`src/rtl/rse_pkg.sv`:
```
// ----------------------------------------------------------------------------
// rse_pkg
// Shared widths, constants, register codes and the command and status
// structures that join the speed estimator's controller and datapath.
// ----------------------------------------------------------------------------
package rse_pkg;

    // Counts per turn is 2**ANGLE_BITS
    localparam int ANGLE_BITS = 12;

    // Field widths
    localparam int ANGLE_W    = 12;
    localparam int PERIOD_W   = 16;
    localparam int DISP_W     = 10;
    localparam int RPM_W      = 15;
    localparam int MS_W       = 16;

    // Port widths
    localparam int S_TDATA_W  = 16;
    localparam int M_TDATA_W  = 40;
    localparam int CFG_IDX_W  = 2;
    localparam int CFG_DATA_W = 16;

    // Datapath widths
    localparam int PROD_W     = ANGLE_BITS + MS_W;
    localparam int DIVD_W     = RPM_W + DISP_W;
    localparam int DIVS_W     = PERIOD_W;
    localparam int STEP_W     = $clog2(DIVD_W);

    localparam logic [MS_W-1:0]       MS_PER_MIN = MS_W'(60000);
    localparam logic [ANGLE_BITS:0]   ANGLE_MOD  = (ANGLE_BITS + 1)'(1) << ANGLE_BITS;
    localparam logic [ANGLE_BITS-1:0] ANGLE_HALF = ANGLE_BITS'(1) << (ANGLE_BITS - 1);
    localparam logic [RPM_W-1:0]      RPM_MAX    = RPM_W'(30000);

    // Register reset values
    localparam logic [PERIOD_W-1:0] PERIOD_RST   = PERIOD_W'(10);
    localparam logic [DISP_W-1:0]   DISP_MAX_RST = DISP_W'(100);
    localparam logic [RPM_W-1:0]    MEAS_MAX_RST = RPM_W'(2900);

    // Configuration register indexes
    typedef enum logic [CFG_IDX_W-1:0] {
        CFG_SAMPLE_PERIOD = 2'd0,
        CFG_DISPLAY_MAX   = 2'd1,
        CFG_MEASURED_MAX  = 2'd2
    } cfg_index_t;

    // Controller to datapath
    typedef struct packed {
        logic load;         // latch input word
        logic restart_upd;  // store angle, clear filter
        logic mul_rpm;      // delta * 60000
        logic div_rpm_go;   // start rpm division
        logic rpm_cap;      // capture rpm quotient
        logic filt_upd;     // filter step and store angle
        logic mul_disp;     // filtered * display_max
        logic div_disp_go;  // start display division
        logic disp_cap;     // capture saturated display value
        logic out_load;     // load output register
        logic out_zero;     // output word is all zero
    } rse_cmd_t;

    // Datapath to controller
    typedef struct packed {
        logic restart;
        logic period_zero;
        logic div_done;
    } rse_status_t;

endpackage

```
`src/rtl/rotary_speed_estimator.sv`:
```
// ----------------------------------------------------------------------------
// rotary_speed_estimator
// Angle-difference tachometer with a first-order filter and display scaling.
// ----------------------------------------------------------------------------
//  channel   direction  handshake           payload
//  s_        in         s_tvalid/s_tready   s_tdata: angle; s_tuser: restart
//  m_        out        m_tvalid/m_tready   m_tdata: display, filtered, rpm
//  cfg_      in         cfg_valid/cfg_ready cfg_index, cfg_data
//
//  A normal sample passes twice through the shared one-bit-per-cycle divider
//  (25 steps each) between accept and output word. Restart and zero-period
//  samples skip the multipliers and the divider and give an all-zero word.
//  One sample is in work at a time; a finished word waits in the output
//  register while the next sample is taken. A stalled word holds the
//  sequencer before it loads the following one.
//  aresetn is synchronous, active low; config returns to 10 / 100 / 2900.
//  Configuration writes are always ready.
// ----------------------------------------------------------------------------
module rotary_speed_estimator
    import rse_pkg::*;
(
    input  logic                  aclk,
    input  logic                  aresetn,
    input  logic                  s_tvalid,
    output logic                  s_tready,
    input  logic [S_TDATA_W-1:0]  s_tdata,   // [11:0] angle
    input  logic                  s_tuser,   // [0] restart
    output logic                  m_tvalid,
    input  logic                  m_tready,
    output logic [M_TDATA_W-1:0]  m_tdata,   // [9:0] speed_display,
                                             // [24:10] filtered_rpm,
                                             // [39:25] instant_rpm
    input  logic                  cfg_valid,
    output logic                  cfg_ready,
    input  logic [CFG_IDX_W-1:0]  cfg_index,
    input  logic [CFG_DATA_W-1:0] cfg_data
);

    rse_cmd_t    cmd;
    rse_status_t status;

    assign cfg_ready = 1'b1;

    rse_ctrl u_ctrl (
        .aclk     (aclk),
        .aresetn  (aresetn),
        .s_tvalid (s_tvalid),
        .s_tready (s_tready),
        .m_tvalid (m_tvalid),
        .m_tready (m_tready),
        .status   (status),
        .cmd      (cmd)
    );

    rse_datapath u_dp (
        .aclk      (aclk),
        .aresetn   (aresetn),
        .cmd       (cmd),
        .status    (status),
        .s_tdata   (s_tdata),
        .s_tuser   (s_tuser),
        .cfg_we    (cfg_valid),
        .cfg_index (cfg_index),
        .cfg_data  (cfg_data),
        .m_tdata   (m_tdata)
    );

endmodule

```
`src/rtl/rse_divider.sv`:
```
// ----------------------------------------------------------------------------
// rse_divider
// Restoring unsigned divider, one quotient bit per cycle. The quotient is
// only meaningful for a non-zero divisor; users keep a zero divisor out or
// override the result.
// ----------------------------------------------------------------------------
module rse_divider
    import rse_pkg::*;
(
    input  logic              aclk,
    input  logic              aresetn,
    input  logic              start,
    input  logic [DIVD_W-1:0] dividend,
    input  logic [DIVS_W-1:0] divisor,
    output logic              done,
    output logic [DIVD_W-1:0] quotient
);

    logic              busy_reg,  busy_next;
    logic              done_reg,  done_next;
    logic [STEP_W-1:0] count_reg, count_next;
    logic [DIVD_W-1:0] quo_reg,   quo_next;
    logic [DIVS_W-1:0] rem_reg,   rem_next;
    logic [DIVS_W-1:0] dvs_reg,   dvs_next;
    logic [DIVS_W:0]   shifted;
    logic [DIVS_W:0]   trial;

    // One trial subtraction per cycle
    assign shifted = {rem_reg, quo_reg[DIVD_W-1]};
    assign trial   = shifted - {1'b0, dvs_reg};

    always_comb begin
        busy_next  = busy_reg;
        done_next  = 1'b0;
        count_next = count_reg;
        quo_next   = quo_reg;
        rem_next   = rem_reg;
        dvs_next   = dvs_reg;
        if (start) begin
            busy_next  = 1'b1;
            count_next = STEP_W'(DIVD_W - 1);
            quo_next   = dividend;
            rem_next   = '0;
            dvs_next   = divisor;
        end else if (busy_reg) begin
            if (trial[DIVS_W]) begin
                rem_next = shifted[DIVS_W-1:0];
            end else begin
                rem_next = trial[DIVS_W-1:0];
            end
            quo_next = {quo_reg[DIVD_W-2:0], ~trial[DIVS_W]};
            if (count_reg == '0) begin
                busy_next = 1'b0;
                done_next = 1'b1;
            end else begin
                count_next = count_reg - STEP_W'(1);
            end
        end
    end

    always_ff @(posedge aclk) begin
        if (!aresetn) begin
            busy_reg <= 1'b0;
            done_reg <= 1'b0;
        end else begin
            busy_reg <= busy_next;
            done_reg <= done_next;
        end
        count_reg <= count_next;
        quo_reg   <= quo_next;
        rem_reg   <= rem_next;
        dvs_reg   <= dvs_next;
    end

    assign done     = done_reg;
    assign quotient = quo_reg;

endmodule

```
`src/rtl/rse_datapath.sv`:
```
// ----------------------------------------------------------------------------
// rse_datapath
// Configuration registers, angle and filter state, the two multipliers,
// the shared divider and the output register.
// ----------------------------------------------------------------------------
module rse_datapath
    import rse_pkg::*;
(
    input  logic                  aclk,
    input  logic                  aresetn,
    input  rse_cmd_t              cmd,
    output rse_status_t           status,
    input  logic [S_TDATA_W-1:0]  s_tdata,
    input  logic                  s_tuser,
    input  logic                  cfg_we,
    input  logic [CFG_IDX_W-1:0]  cfg_index,
    input  logic [CFG_DATA_W-1:0] cfg_data,
    output logic [M_TDATA_W-1:0]  m_tdata
);

    logic [PERIOD_W-1:0]   period_reg;
    logic [DISP_W-1:0]     disp_max_reg;
    logic [RPM_W-1:0]      meas_max_reg;

    logic [ANGLE_BITS-1:0] angle_reg;
    logic                  restart_reg;
    logic [ANGLE_BITS-1:0] prev_reg;
    logic [RPM_W-1:0]      filt_reg;
    logic [PROD_W-1:0]     prod_rpm_reg;
    logic [DIVD_W-1:0]     prod_disp_reg;
    logic [RPM_W-1:0]      rpm_reg;
    logic [DISP_W-1:0]     disp_reg;
    logic [M_TDATA_W-1:0]  out_reg;

    logic [ANGLE_BITS-1:0] abs_diff;
    logic [ANGLE_BITS-1:0] delta;
    logic [ANGLE_BITS:0]   wrapped;
    logic [RPM_W+1:0]      filt_sum;
    logic                  div_start;
    logic [DIVD_W-1:0]     div_dividend;
    logic [DIVS_W-1:0]     div_divisor;
    logic                  div_done;
    logic [DIVD_W-1:0]     div_quotient;
    logic                  disp_sat;

    // Configuration writes; unknown indexes are dropped
    always_ff @(posedge aclk) begin
        if (!aresetn) begin
            period_reg   <= PERIOD_RST;
            disp_max_reg <= DISP_MAX_RST;
            meas_max_reg <= MEAS_MAX_RST;
        end else if (cfg_we) begin
            unique case (cfg_index)
                CFG_SAMPLE_PERIOD: period_reg   <= cfg_data[PERIOD_W-1:0];
                CFG_DISPLAY_MAX:   disp_max_reg <= cfg_data[DISP_W-1:0];
                CFG_MEASURED_MAX:  meas_max_reg <= cfg_data[RPM_W-1:0];
                default: ;
            endcase
        end
    end

    // Shortest-path angle difference magnitude; half a turn is not wrapped
    always_comb begin
        if (angle_reg >= prev_reg) begin
            abs_diff = angle_reg - prev_reg;
        end else begin
            abs_diff = prev_reg - angle_reg;
        end
        wrapped = ANGLE_MOD - {1'b0, abs_diff};
        if (abs_diff > ANGLE_HALF) begin
            delta = wrapped[ANGLE_BITS-1:0];
        end else begin
            delta = abs_diff;
        end
    end

    // filtered = (3 * filtered + rpm) / 4
    assign filt_sum = {1'b0, filt_reg, 1'b0} + (RPM_W + 2)'(filt_reg)
                    + (RPM_W + 2)'(rpm_reg);

    // Shared divider: rpm = (delta * 60000 >> ANGLE_BITS) / period,
    // display = filtered * display_max / measured_max
    assign div_start = cmd.div_rpm_go | cmd.div_disp_go;
    always_comb begin
        if (cmd.div_rpm_go) begin
            div_dividend = DIVD_W'(prod_rpm_reg[ANGLE_BITS+RPM_W-1:ANGLE_BITS]);
            div_divisor  = period_reg;
        end else begin
            div_dividend = prod_disp_reg;
            div_divisor  = DIVS_W'(meas_max_reg);
        end
    end

    rse_divider u_div (
        .aclk     (aclk),
        .aresetn  (aresetn),
        .start    (div_start),
        .dividend (div_dividend),
        .divisor  (div_divisor),
        .done     (div_done),
        .quotient (div_quotient)
    );

    assign disp_sat = (meas_max_reg == '0) || (div_quotient > DIVD_W'(disp_max_reg));

    // State and working registers
    always_ff @(posedge aclk) begin
        if (!aresetn) begin
            prev_reg <= '0;
            filt_reg <= '0;
        end else if (cmd.restart_upd) begin
            prev_reg <= angle_reg;
            filt_reg <= '0;
        end else if (cmd.filt_upd) begin
            prev_reg <= angle_reg;
            filt_reg <= filt_sum[RPM_W+1:2];
        end
        if (cmd.load) begin
            angle_reg   <= ANGLE_BITS'(s_tdata[ANGLE_W-1:0]);
            restart_reg <= s_tuser;
        end
        if (cmd.mul_rpm) begin
            prod_rpm_reg <= PROD_W'(delta) * PROD_W'(MS_PER_MIN);
        end
        if (cmd.mul_disp) begin
            prod_disp_reg <= DIVD_W'(filt_reg) * DIVD_W'(disp_max_reg);
        end
        if (cmd.rpm_cap) begin
            rpm_reg <= div_quotient[RPM_W-1:0];
        end
        if (cmd.disp_cap) begin
            disp_reg <= disp_sat ? disp_max_reg : div_quotient[DISP_W-1:0];
        end
        if (cmd.out_load) begin
            out_reg <= cmd.out_zero ? '0 : {rpm_reg, filt_reg, disp_reg};
        end
    end

    assign status.restart     = restart_reg;
    assign status.period_zero = (period_reg == '0);
    assign status.div_done    = div_done;
    assign m_tdata            = out_reg;

endmodule

```
`src/rtl/rse_ctrl.sv`:
```
// ----------------------------------------------------------------------------
// rse_ctrl
// Sequencer for one sample: decide, multiply, divide, filter, scale and
// hand the result word to the output register.
// ----------------------------------------------------------------------------
module rse_ctrl
    import rse_pkg::*;
(
    input  logic        aclk,
    input  logic        aresetn,
    input  logic        s_tvalid,
    output logic        s_tready,
    output logic        m_tvalid,
    input  logic        m_tready,
    input  rse_status_t status,
    output rse_cmd_t    cmd
);

    typedef enum logic [3:0] {
        ST_IDLE,
        ST_DECIDE,
        ST_MUL_RPM,
        ST_DIV_RPM,
        ST_WAIT_RPM,
        ST_FILTER,
        ST_MUL_DISP,
        ST_DIV_DISP,
        ST_WAIT_DISP,
        ST_OUT,
        ST_OUT_ZERO
    } state_t;

    state_t state_reg, state_next;
    logic   m_tvalid_reg, m_tvalid_next;
    logic   out_free;

    // Output register can take a word when empty or draining
    assign out_free = !m_tvalid_reg || m_tready;

    always_comb begin
        state_next = state_reg;
        cmd        = '0;
        unique case (state_reg)
            ST_IDLE: begin
                cmd.load = s_tvalid;
                if (s_tvalid) begin
                    state_next = ST_DECIDE;
                end
            end
            ST_DECIDE: begin
                if (status.restart) begin
                    cmd.restart_upd = 1'b1;
                    state_next      = ST_OUT_ZERO;
                end else if (status.period_zero) begin
                    state_next = ST_OUT_ZERO;
                end else begin
                    state_next = ST_MUL_RPM;
                end
            end
            ST_MUL_RPM: begin
                cmd.mul_rpm = 1'b1;
                state_next  = ST_DIV_RPM;
            end
            ST_DIV_RPM: begin
                cmd.div_rpm_go = 1'b1;
                state_next     = ST_WAIT_RPM;
            end
            ST_WAIT_RPM: begin
                if (status.div_done) begin
                    cmd.rpm_cap = 1'b1;
                    state_next  = ST_FILTER;
                end
            end
            ST_FILTER: begin
                cmd.filt_upd = 1'b1;
                state_next   = ST_MUL_DISP;
            end
            ST_MUL_DISP: begin
                cmd.mul_disp = 1'b1;
                state_next   = ST_DIV_DISP;
            end
            ST_DIV_DISP: begin
                cmd.div_disp_go = 1'b1;
                state_next      = ST_WAIT_DISP;
            end
            ST_WAIT_DISP: begin
                if (status.div_done) begin
                    cmd.disp_cap = 1'b1;
                    state_next   = ST_OUT;
                end
            end
            ST_OUT: begin
                if (out_free) begin
                    cmd.out_load = 1'b1;
                    state_next   = ST_IDLE;
                end
            end
            ST_OUT_ZERO: begin
                if (out_free) begin
                    cmd.out_load = 1'b1;
                    cmd.out_zero = 1'b1;
                    state_next   = ST_IDLE;
                end
            end
            default: state_next = ST_IDLE;
        endcase
    end

    // Output word valid flag
    always_comb begin
        if (cmd.out_load) begin
            m_tvalid_next = 1'b1;
        end else if (m_tready) begin
            m_tvalid_next = 1'b0;
        end else begin
            m_tvalid_next = m_tvalid_reg;
        end
    end

    always_ff @(posedge aclk) begin
        if (!aresetn) begin
            state_reg    <= ST_IDLE;
            m_tvalid_reg <= 1'b0;
        end else begin
            state_reg    <= state_next;
            m_tvalid_reg <= m_tvalid_next;
        end
    end

    assign s_tready = (state_reg == ST_IDLE);
    assign m_tvalid = m_tvalid_reg;

endmodule

```
`config.mk`:
```
export PLATFORM = sky130hd
export DESIGN_NAME = rotary_speed_estimator
export DESIGN_NICKNAME = d
export VERILOG_FILES = /design/src/rtl/rse_pkg.sv /design/src/rtl/rotary_speed_estimator.sv /design/src/rtl/rse_divider.sv /design/src/rtl/rse_datapath.sv /design/src/rtl/rse_ctrl.sv
export SDC_FILE = /design/constraint.sdc
export NUM_CORES = 1
export LEC_CHECK = 0
export BUFFER_PORTS_ARGS = -buffer_cell sky130_fd_sc_hd__clkbuf_2
export CORE_MARGIN = 10
export CORE_UTILIZATION = 50
export DETAILED_ROUTE_END_ITERATION = 8
export PLACE_DENSITY = 0.75
export SETUP_SLACK_MARGIN = 0.4
export SLEW_MARGIN = 20
export SYNTH_ARGS = -nofsm -noshare
export SYNTH_HDL_FRONTEND = slang
export SYNTH_HIERARCHICAL = 1
export SYNTH_SLANG_ARGS = --single-unit
```
`constraint.sdc`:
```
create_clock -name aclk -period 8.9 [get_ports aclk]
set_input_delay 0.445 -clock aclk [delete_from_list [all_inputs] [get_ports aclk]]
set_output_delay 0.445 -clock aclk [all_outputs]
set_load 0.05 [all_outputs]
```
== Word level (Yosys, flattened, before mapping) ==
Cells that the tools add are included.

* Register bits after elaboration: 262
* Input port bits: 40
* Word-level logic and storage cells: 111
* Output and inout port bits: 43

* Bitwise gates (word level): 5
* $lt $le $gt $ge: 3
* Reductions and logical operators: 19
* $mul: 2
* Equal/unequal tests: 16
* Mux-type cells: 38
* Add/subtract/negate cells: 7

{| class="wikitable"
|+ Operators by type and width
! cell !! count
|-
| 25-bit 2-to-1 mux || 3
|-
| 12-bit 2-to-1 mux || 4
|-
| 4-bit one-hot mux with 10 select lines || 1
|-
| 25-bit by 10-bit greater-than comparator with 1-bit output || 1
|-
| 15-bit by 10-bit multiplier with 25-bit output || 1
|-
| 4-bit 2-to-1 mux || 6
|-
| 12-bit subtractor || 2
|-
| 12-bit by 11-bit multiplier with 22-bit output (second input constant) || 1
|-
| 1-bit 2-to-1 mux || 19
|-
| 16-bit by 15-bit adder with 17-bit output || 1
|-
| 17-bit by 15-bit adder with 17-bit output || 1
|-
| 17-bit by 16-bit subtractor with 17-bit output || 1
|-
| 4-bit by 3-bit equality test with 1-bit output (second input constant) || 4
|-
| 16-bit logical NOT || 1
|-
| 16-bit 2-to-1 mux || 1
|-
| 15-bit logical NOT || 1
|-
| 15-bit 2-to-1 mux || 1
|-
| 4-bit equality test (second input constant) || 3
|-
| 12-bit >= comparator || 1
|-
| 12-bit greater-than comparator (second input constant) || 1
|-
| 1-bit by 12-bit subtractor with 12-bit output (first input constant) || 1
|-
| 10-bit 2-to-1 mux || 1
|-
| 4-bit by 2-bit equality test with 1-bit output (second input constant) || 2
|-
| 2-bit AND reduction || 4
|-
| 19 further kinds || 28
|}

== Depth between registers and ports, before layout ==
* Depth after elaboration: 5
* Gate-level depth with buffers: 30
* Gate-level depth less buffers: 29

== Modules after synthesis ==
The synthesis kept the hierarchy.

{| class="wikitable"
|+ By module, submodules not included
! module !! area each (sq um) !! instances !! cells an instance
|-
| rse_datapath || 16719.8 || 1 || 1669
|-
| rse_divider || 3423.3 || 1 || 322
|-
| rse_ctrl || 395.4 || 1 || 53
|-
| rotary_speed_estimator || 11.3 || 1 || 2
|}

== Worst setup path before layout ==
OpenSTA, ideal clock, no wires.

* Path type: register -> register
* From: reg u_dp.angle_reg[0]
* To: reg u_dp.prod_rpm_reg[26], data pin
* Path buffers: 0
* Required time: 8.640 ns
* Slack: 1.191 ns
* Data arrival time: 7.449 ns
* Stages on the path, launching flop included: 30
* Path through: edfxtp_1 > inv_1 > ha_1 > inv_1 > fa_1 > a21o_1 > a211oi_2 > o22ai_2 > o21ai_2 > mux2i_1 > ha_1 > nand4_1 > o21bai_2 > mux2i_1 > fa_1 > fa_1 > inv_1 > fa_1 > fa_1 > fa_1 > inv_1 > ha_1 > a21o_1 > a21oi_1 > o21ai_0 > a21oi_1 > a21oi_1 > a211o_1 > a21oi_1 > xnor2_1

* Longest elaborated chain between the ends: 5
* Elaborated cells between the ends (all ways): 8
* Those cells by class: 3 x add/sub; 1 x mul; 2 x order compare; 2 x mux

{| class="wikitable"
|+ Ends and longest elaborated chain
! what !! line !! RTL
|-
| start: declaration || rse_datapath.sv:25 || <nowiki>logic [ANGLE_BITS-1:0] angle_reg;</nowiki>
|-
| start signal: assignment || rse_datapath.sv:119 || <nowiki>angle_reg <= ANGLE_BITS'(s_tdata[ANGLE_W-1:0]);</nowiki>
|-
| 12-bit subtractor (tied with other cells) || rse_datapath.sv:67 || <nowiki>abs_diff = prev_reg - angle_reg;</nowiki>
|-
| 12-bit 2-to-1 mux (*) || rse_datapath.sv:64 || <nowiki>if (angle_reg >= prev_reg) begin</nowiki>
|-
| 1-bit by 12-bit subtractor with 12-bit output or 12-bit greater-than comparator (tied branches) || rse_datapath.sv:69, rse_datapath.sv:70 ||
|-
| 12-bit 2-to-1 mux (*) || rse_datapath.sv:70 || <nowiki>if (abs_diff > ANGLE_HALF) begin</nowiki>
|-
| 12-bit by 11-bit multiplier with 22-bit output (*) || rse_datapath.sv:123 || <nowiki>prod_rpm_reg <= PROD_W'(delta) * PROD_W'(MS_PER_MIN);</nowiki>
|-
| end signal: assignment || rse_datapath.sv:123 ||
|-
| end: declaration || rse_datapath.sv:29 || <nowiki>logic [PROD_W-1:0] prod_rpm_reg;</nowiki>
|}

Mark *: on every way between the ends. The rest lies on a longest branch, timed or not.
A chain may end at the register's enable or synchronous reset.

== Final worst setup path ==
Same ends and word-level chain as after synthesis.

==> flow_metrics.env <==
export IMPL_grt_start_max_net_pins=62
export IMPL_syn_inst=2046
export IMPL_avgRoutedWirePerCell_um=16.9
export IMPL_maxCapViolCount=0
export IMPL_fin_util_pct=55.0
export IMPL_diodes=0
export IMPL_dr_total_vias=14600
export IMPL_critPathKind="reg2reg"
export IMPL_synth_area_leaders="edfxtp_1 (23%), fa_1 (16%), ha_1 (11%)"
export IMPL_synth_top_area_share_pct=23.2
export IMPL_vias_per_cell=5.56
export IMPL_min_period_ns=8.11
export IMPL_setup_viol=0
export IMPL_status="finished clean"
export IMPL_start_util_pct=50.4
export IMPL_fill_cells=3462
export IMPL_cp_num_buf_inv=6
export IMPL_antenna_found_initial=0
export IMPL_clk_insertion_delay_late_ns=0.57
export IMPL_hold_viol=0
export IMPL_synth_seq_cells=255
export IMPL_remaining_drc_errors=0
export IMPL_finalMaxSlewViolations=0
export IMPL_fin_ws_ns=0.785
export IMPL_crit_path_top_delay_cell="fa_1"
export IMPL_place_inst=2573
export IMPL_grt_pass1_vias=15200
export IMPL_slew_headroom_pct=29.6
export IMPL_io_buffers=77
export IMPL_synth_area_mm2=0.0205
export IMPL_nNetsFinal=2465
export IMPL_crit_family="adder cells"
export IMPL_areaGrowthSynthToFinish_pct=9.10
export IMPL_final_common_cell="nand2_1"
export IMPL_final_cell_mix="nand2_1 (251), inv_1 (225), ha_1 (186)"
export IMPL_grt_first_pass_wirelength_um=75400
export IMPL_place_congestion=0.885
export IMPL_root_buffer="clkbuf_16"
export IMPL_dieArea_mm2=0.0496
export IMPL_worstPathArrival_ns=8.42
export IMPL_worstPathMaxFanout=7
export IMPL_cts_tree="yes"
export IMPL_finalSetupTns_ns=0
export IMPL_ys_types=86
export IMPL_cp_start_kind="flop"
export IMPL_synth_edf_count=159
export IMPL_routed_wl_um=44600
export IMPL_finalCritPeriodShare_pct=91.2
export IMPL_cpMostUsedCell="fa_1"
export IMPL_ys_flop_type="edfxtp_1"
export IMPL_largest_register_ffs=40
export IMPL_finalClockSkew_ns=0.0180
export IMPL_die_h_um=223
export IMPL_io_pins=83
export IMPL_die_w_um=223
export IMPL_clock_sinks=255
export IMPL_final_cells=2633
export IMPL_async_flop_share_pct=0
export IMPL_h_tree_depth=1
export IMPL_synth_nets=2433
export IMPL_ys_seq_area_share_pct=32.6
export IMPL_drive_gt1_share_pct=12.3
export IMPL_grt_overflow_total=0
export IMPL_drt_iter0_drc=1042
export IMPL_yosys_area_top_type="edfxtp_1"
export IMPL_cts_buffer_depth=3
export IMPL_path_clk_slew_ns=0.06
export IMPL_antenna_left=0
export IMPL_core_mm2=0.0407
export IMPL_grtUsageTotal_pct=17.9
export IMPL_pre_cts_slack_ns=0.503
export IMPL_hold_class="in2reg"
export IMPL_endpoint_kind="flop"
export IMPL_cts_buffers=29
export IMPL_max_freq_mhz=123
export IMPL_dr_pass1_iters=5
export IMPL_synth_area_per_cell_um2=10.0
export IMPL_rsz0062_at_grt="false"
export IMPL_placementRows=74
export IMPL_hpwlAfterDp_um=33900
export IMPL_slowest_delay_ns=0.53
export IMPL_tightest_slew_ns=1.05
export IMPL_yosysWarnings=6
export IMPL_cp_data_required_time_ns=9.21
==> kinds of logic after synthesis <==
family,Yosys count,share of synthesized area [%]
AO/OA/AOI/OAI,299,10.2
XOR/XNOR,78,3.36
adder cells (fa/ha/maj),347,27.0
buffers and inverters,319,6.14
flip-flops,255,32.6
multiplexers,98,5.19
other,1,0.0182
AND/OR/NAND/NOR,649,15.6
==> metal layers <==
| metal | vias to the layer above | track usage, % | wire length, µm |
|---|---|---|---|
| met3 | 62 | 2.40 | 2480 |
| met5 | - | 0 | 0 |
| met2 | 414 | 30.8 | 21600 |
| met4 | 0 | 4.23 | 818 |
| met1 | 7159 | 23.5 | 19800 |
| li1 | 7003 | - | - |
==> final timing paths <==
check	end	cells past startpoint	slack, ns	from
setup / recovery	u_dp/prod_rpm_reg[26]	31	0.79	u_dp/angle_reg[0]
hold / removal	u_dp/angle_reg[2]	1	0.05	s_tdata[2]
setup reg to reg	u_dp/prod_rpm_reg[26]	31	0.79	u_dp/angle_reg[0]
hold reg to reg	u_dp/u_div/count_reg[4]	1	0.46	u_dp/u_div/count_reg[4]
==> repair_timing <==
| action | 4_1_cts | 5_1_grt |
|---|---|---|
| endpoints found under the setup margin | 0 | 7 |
| hold buffers | 0 | 0 |
| resized for setup | 0 | 15 |
| buffers inserted | 0 | 5 |
==> cells in the mapped netlist, types with 4 or more instances <==
cell	number
nor3b_1	5
fa_1	160
and2_1	74
xor2_1	27
a211o_1	4
dfxtp_1	96
clkbuf_1	73
and4_1	4
a21o_1	29
o211a_1	4
o21ai_1	4
o211ai_1	7
nand4_1	10
and3_1	4
a31oi_1	8
a211oi_1	14
nand2_1	251
o21bai_1	5
nor3_1	26
buf_2	6
o21ai_0	42
edfxtp_1	159
nand3b_1	5
nor2_1	98
nand2b_1	24
o21a_1	9
mux2_2	68
nor2b_1	65
a21boi_0	45
inv_1	225
mux2i_1	30
ha_1	187
a2111oi_0	6
nor4_1	17
o31ai_1	4
a41oi_1	4
or2_2	6
nand3_1	34
buf_4	9
a21oi_1	67
or3_1	12
xnor2_1	50
==> through the flow <==
step,hold WS [ns],instance area [µm²]
floorplan,0.427,20500
global placement,0.434,21300
detailed placement,0.443,21300
CTS,0.0248,22300
global route,0.0388,22400
finish,0.0498,22400
==> area by class of cell <==
type	instances	area, µm²	area share (%)
clock buffer	34	776	3.46
sequential	255	6700	29.9
multi-input combinational	1472	12700	56.7
tap	532	666	2.97
inverter	225	845	3.77
clock inverter	20	195	0.871
timing repair buffer	95	524	2.34
Power is not shown: default switching activity piles up to over one toggle a cycle in this logic, so the estimate is an artifact.
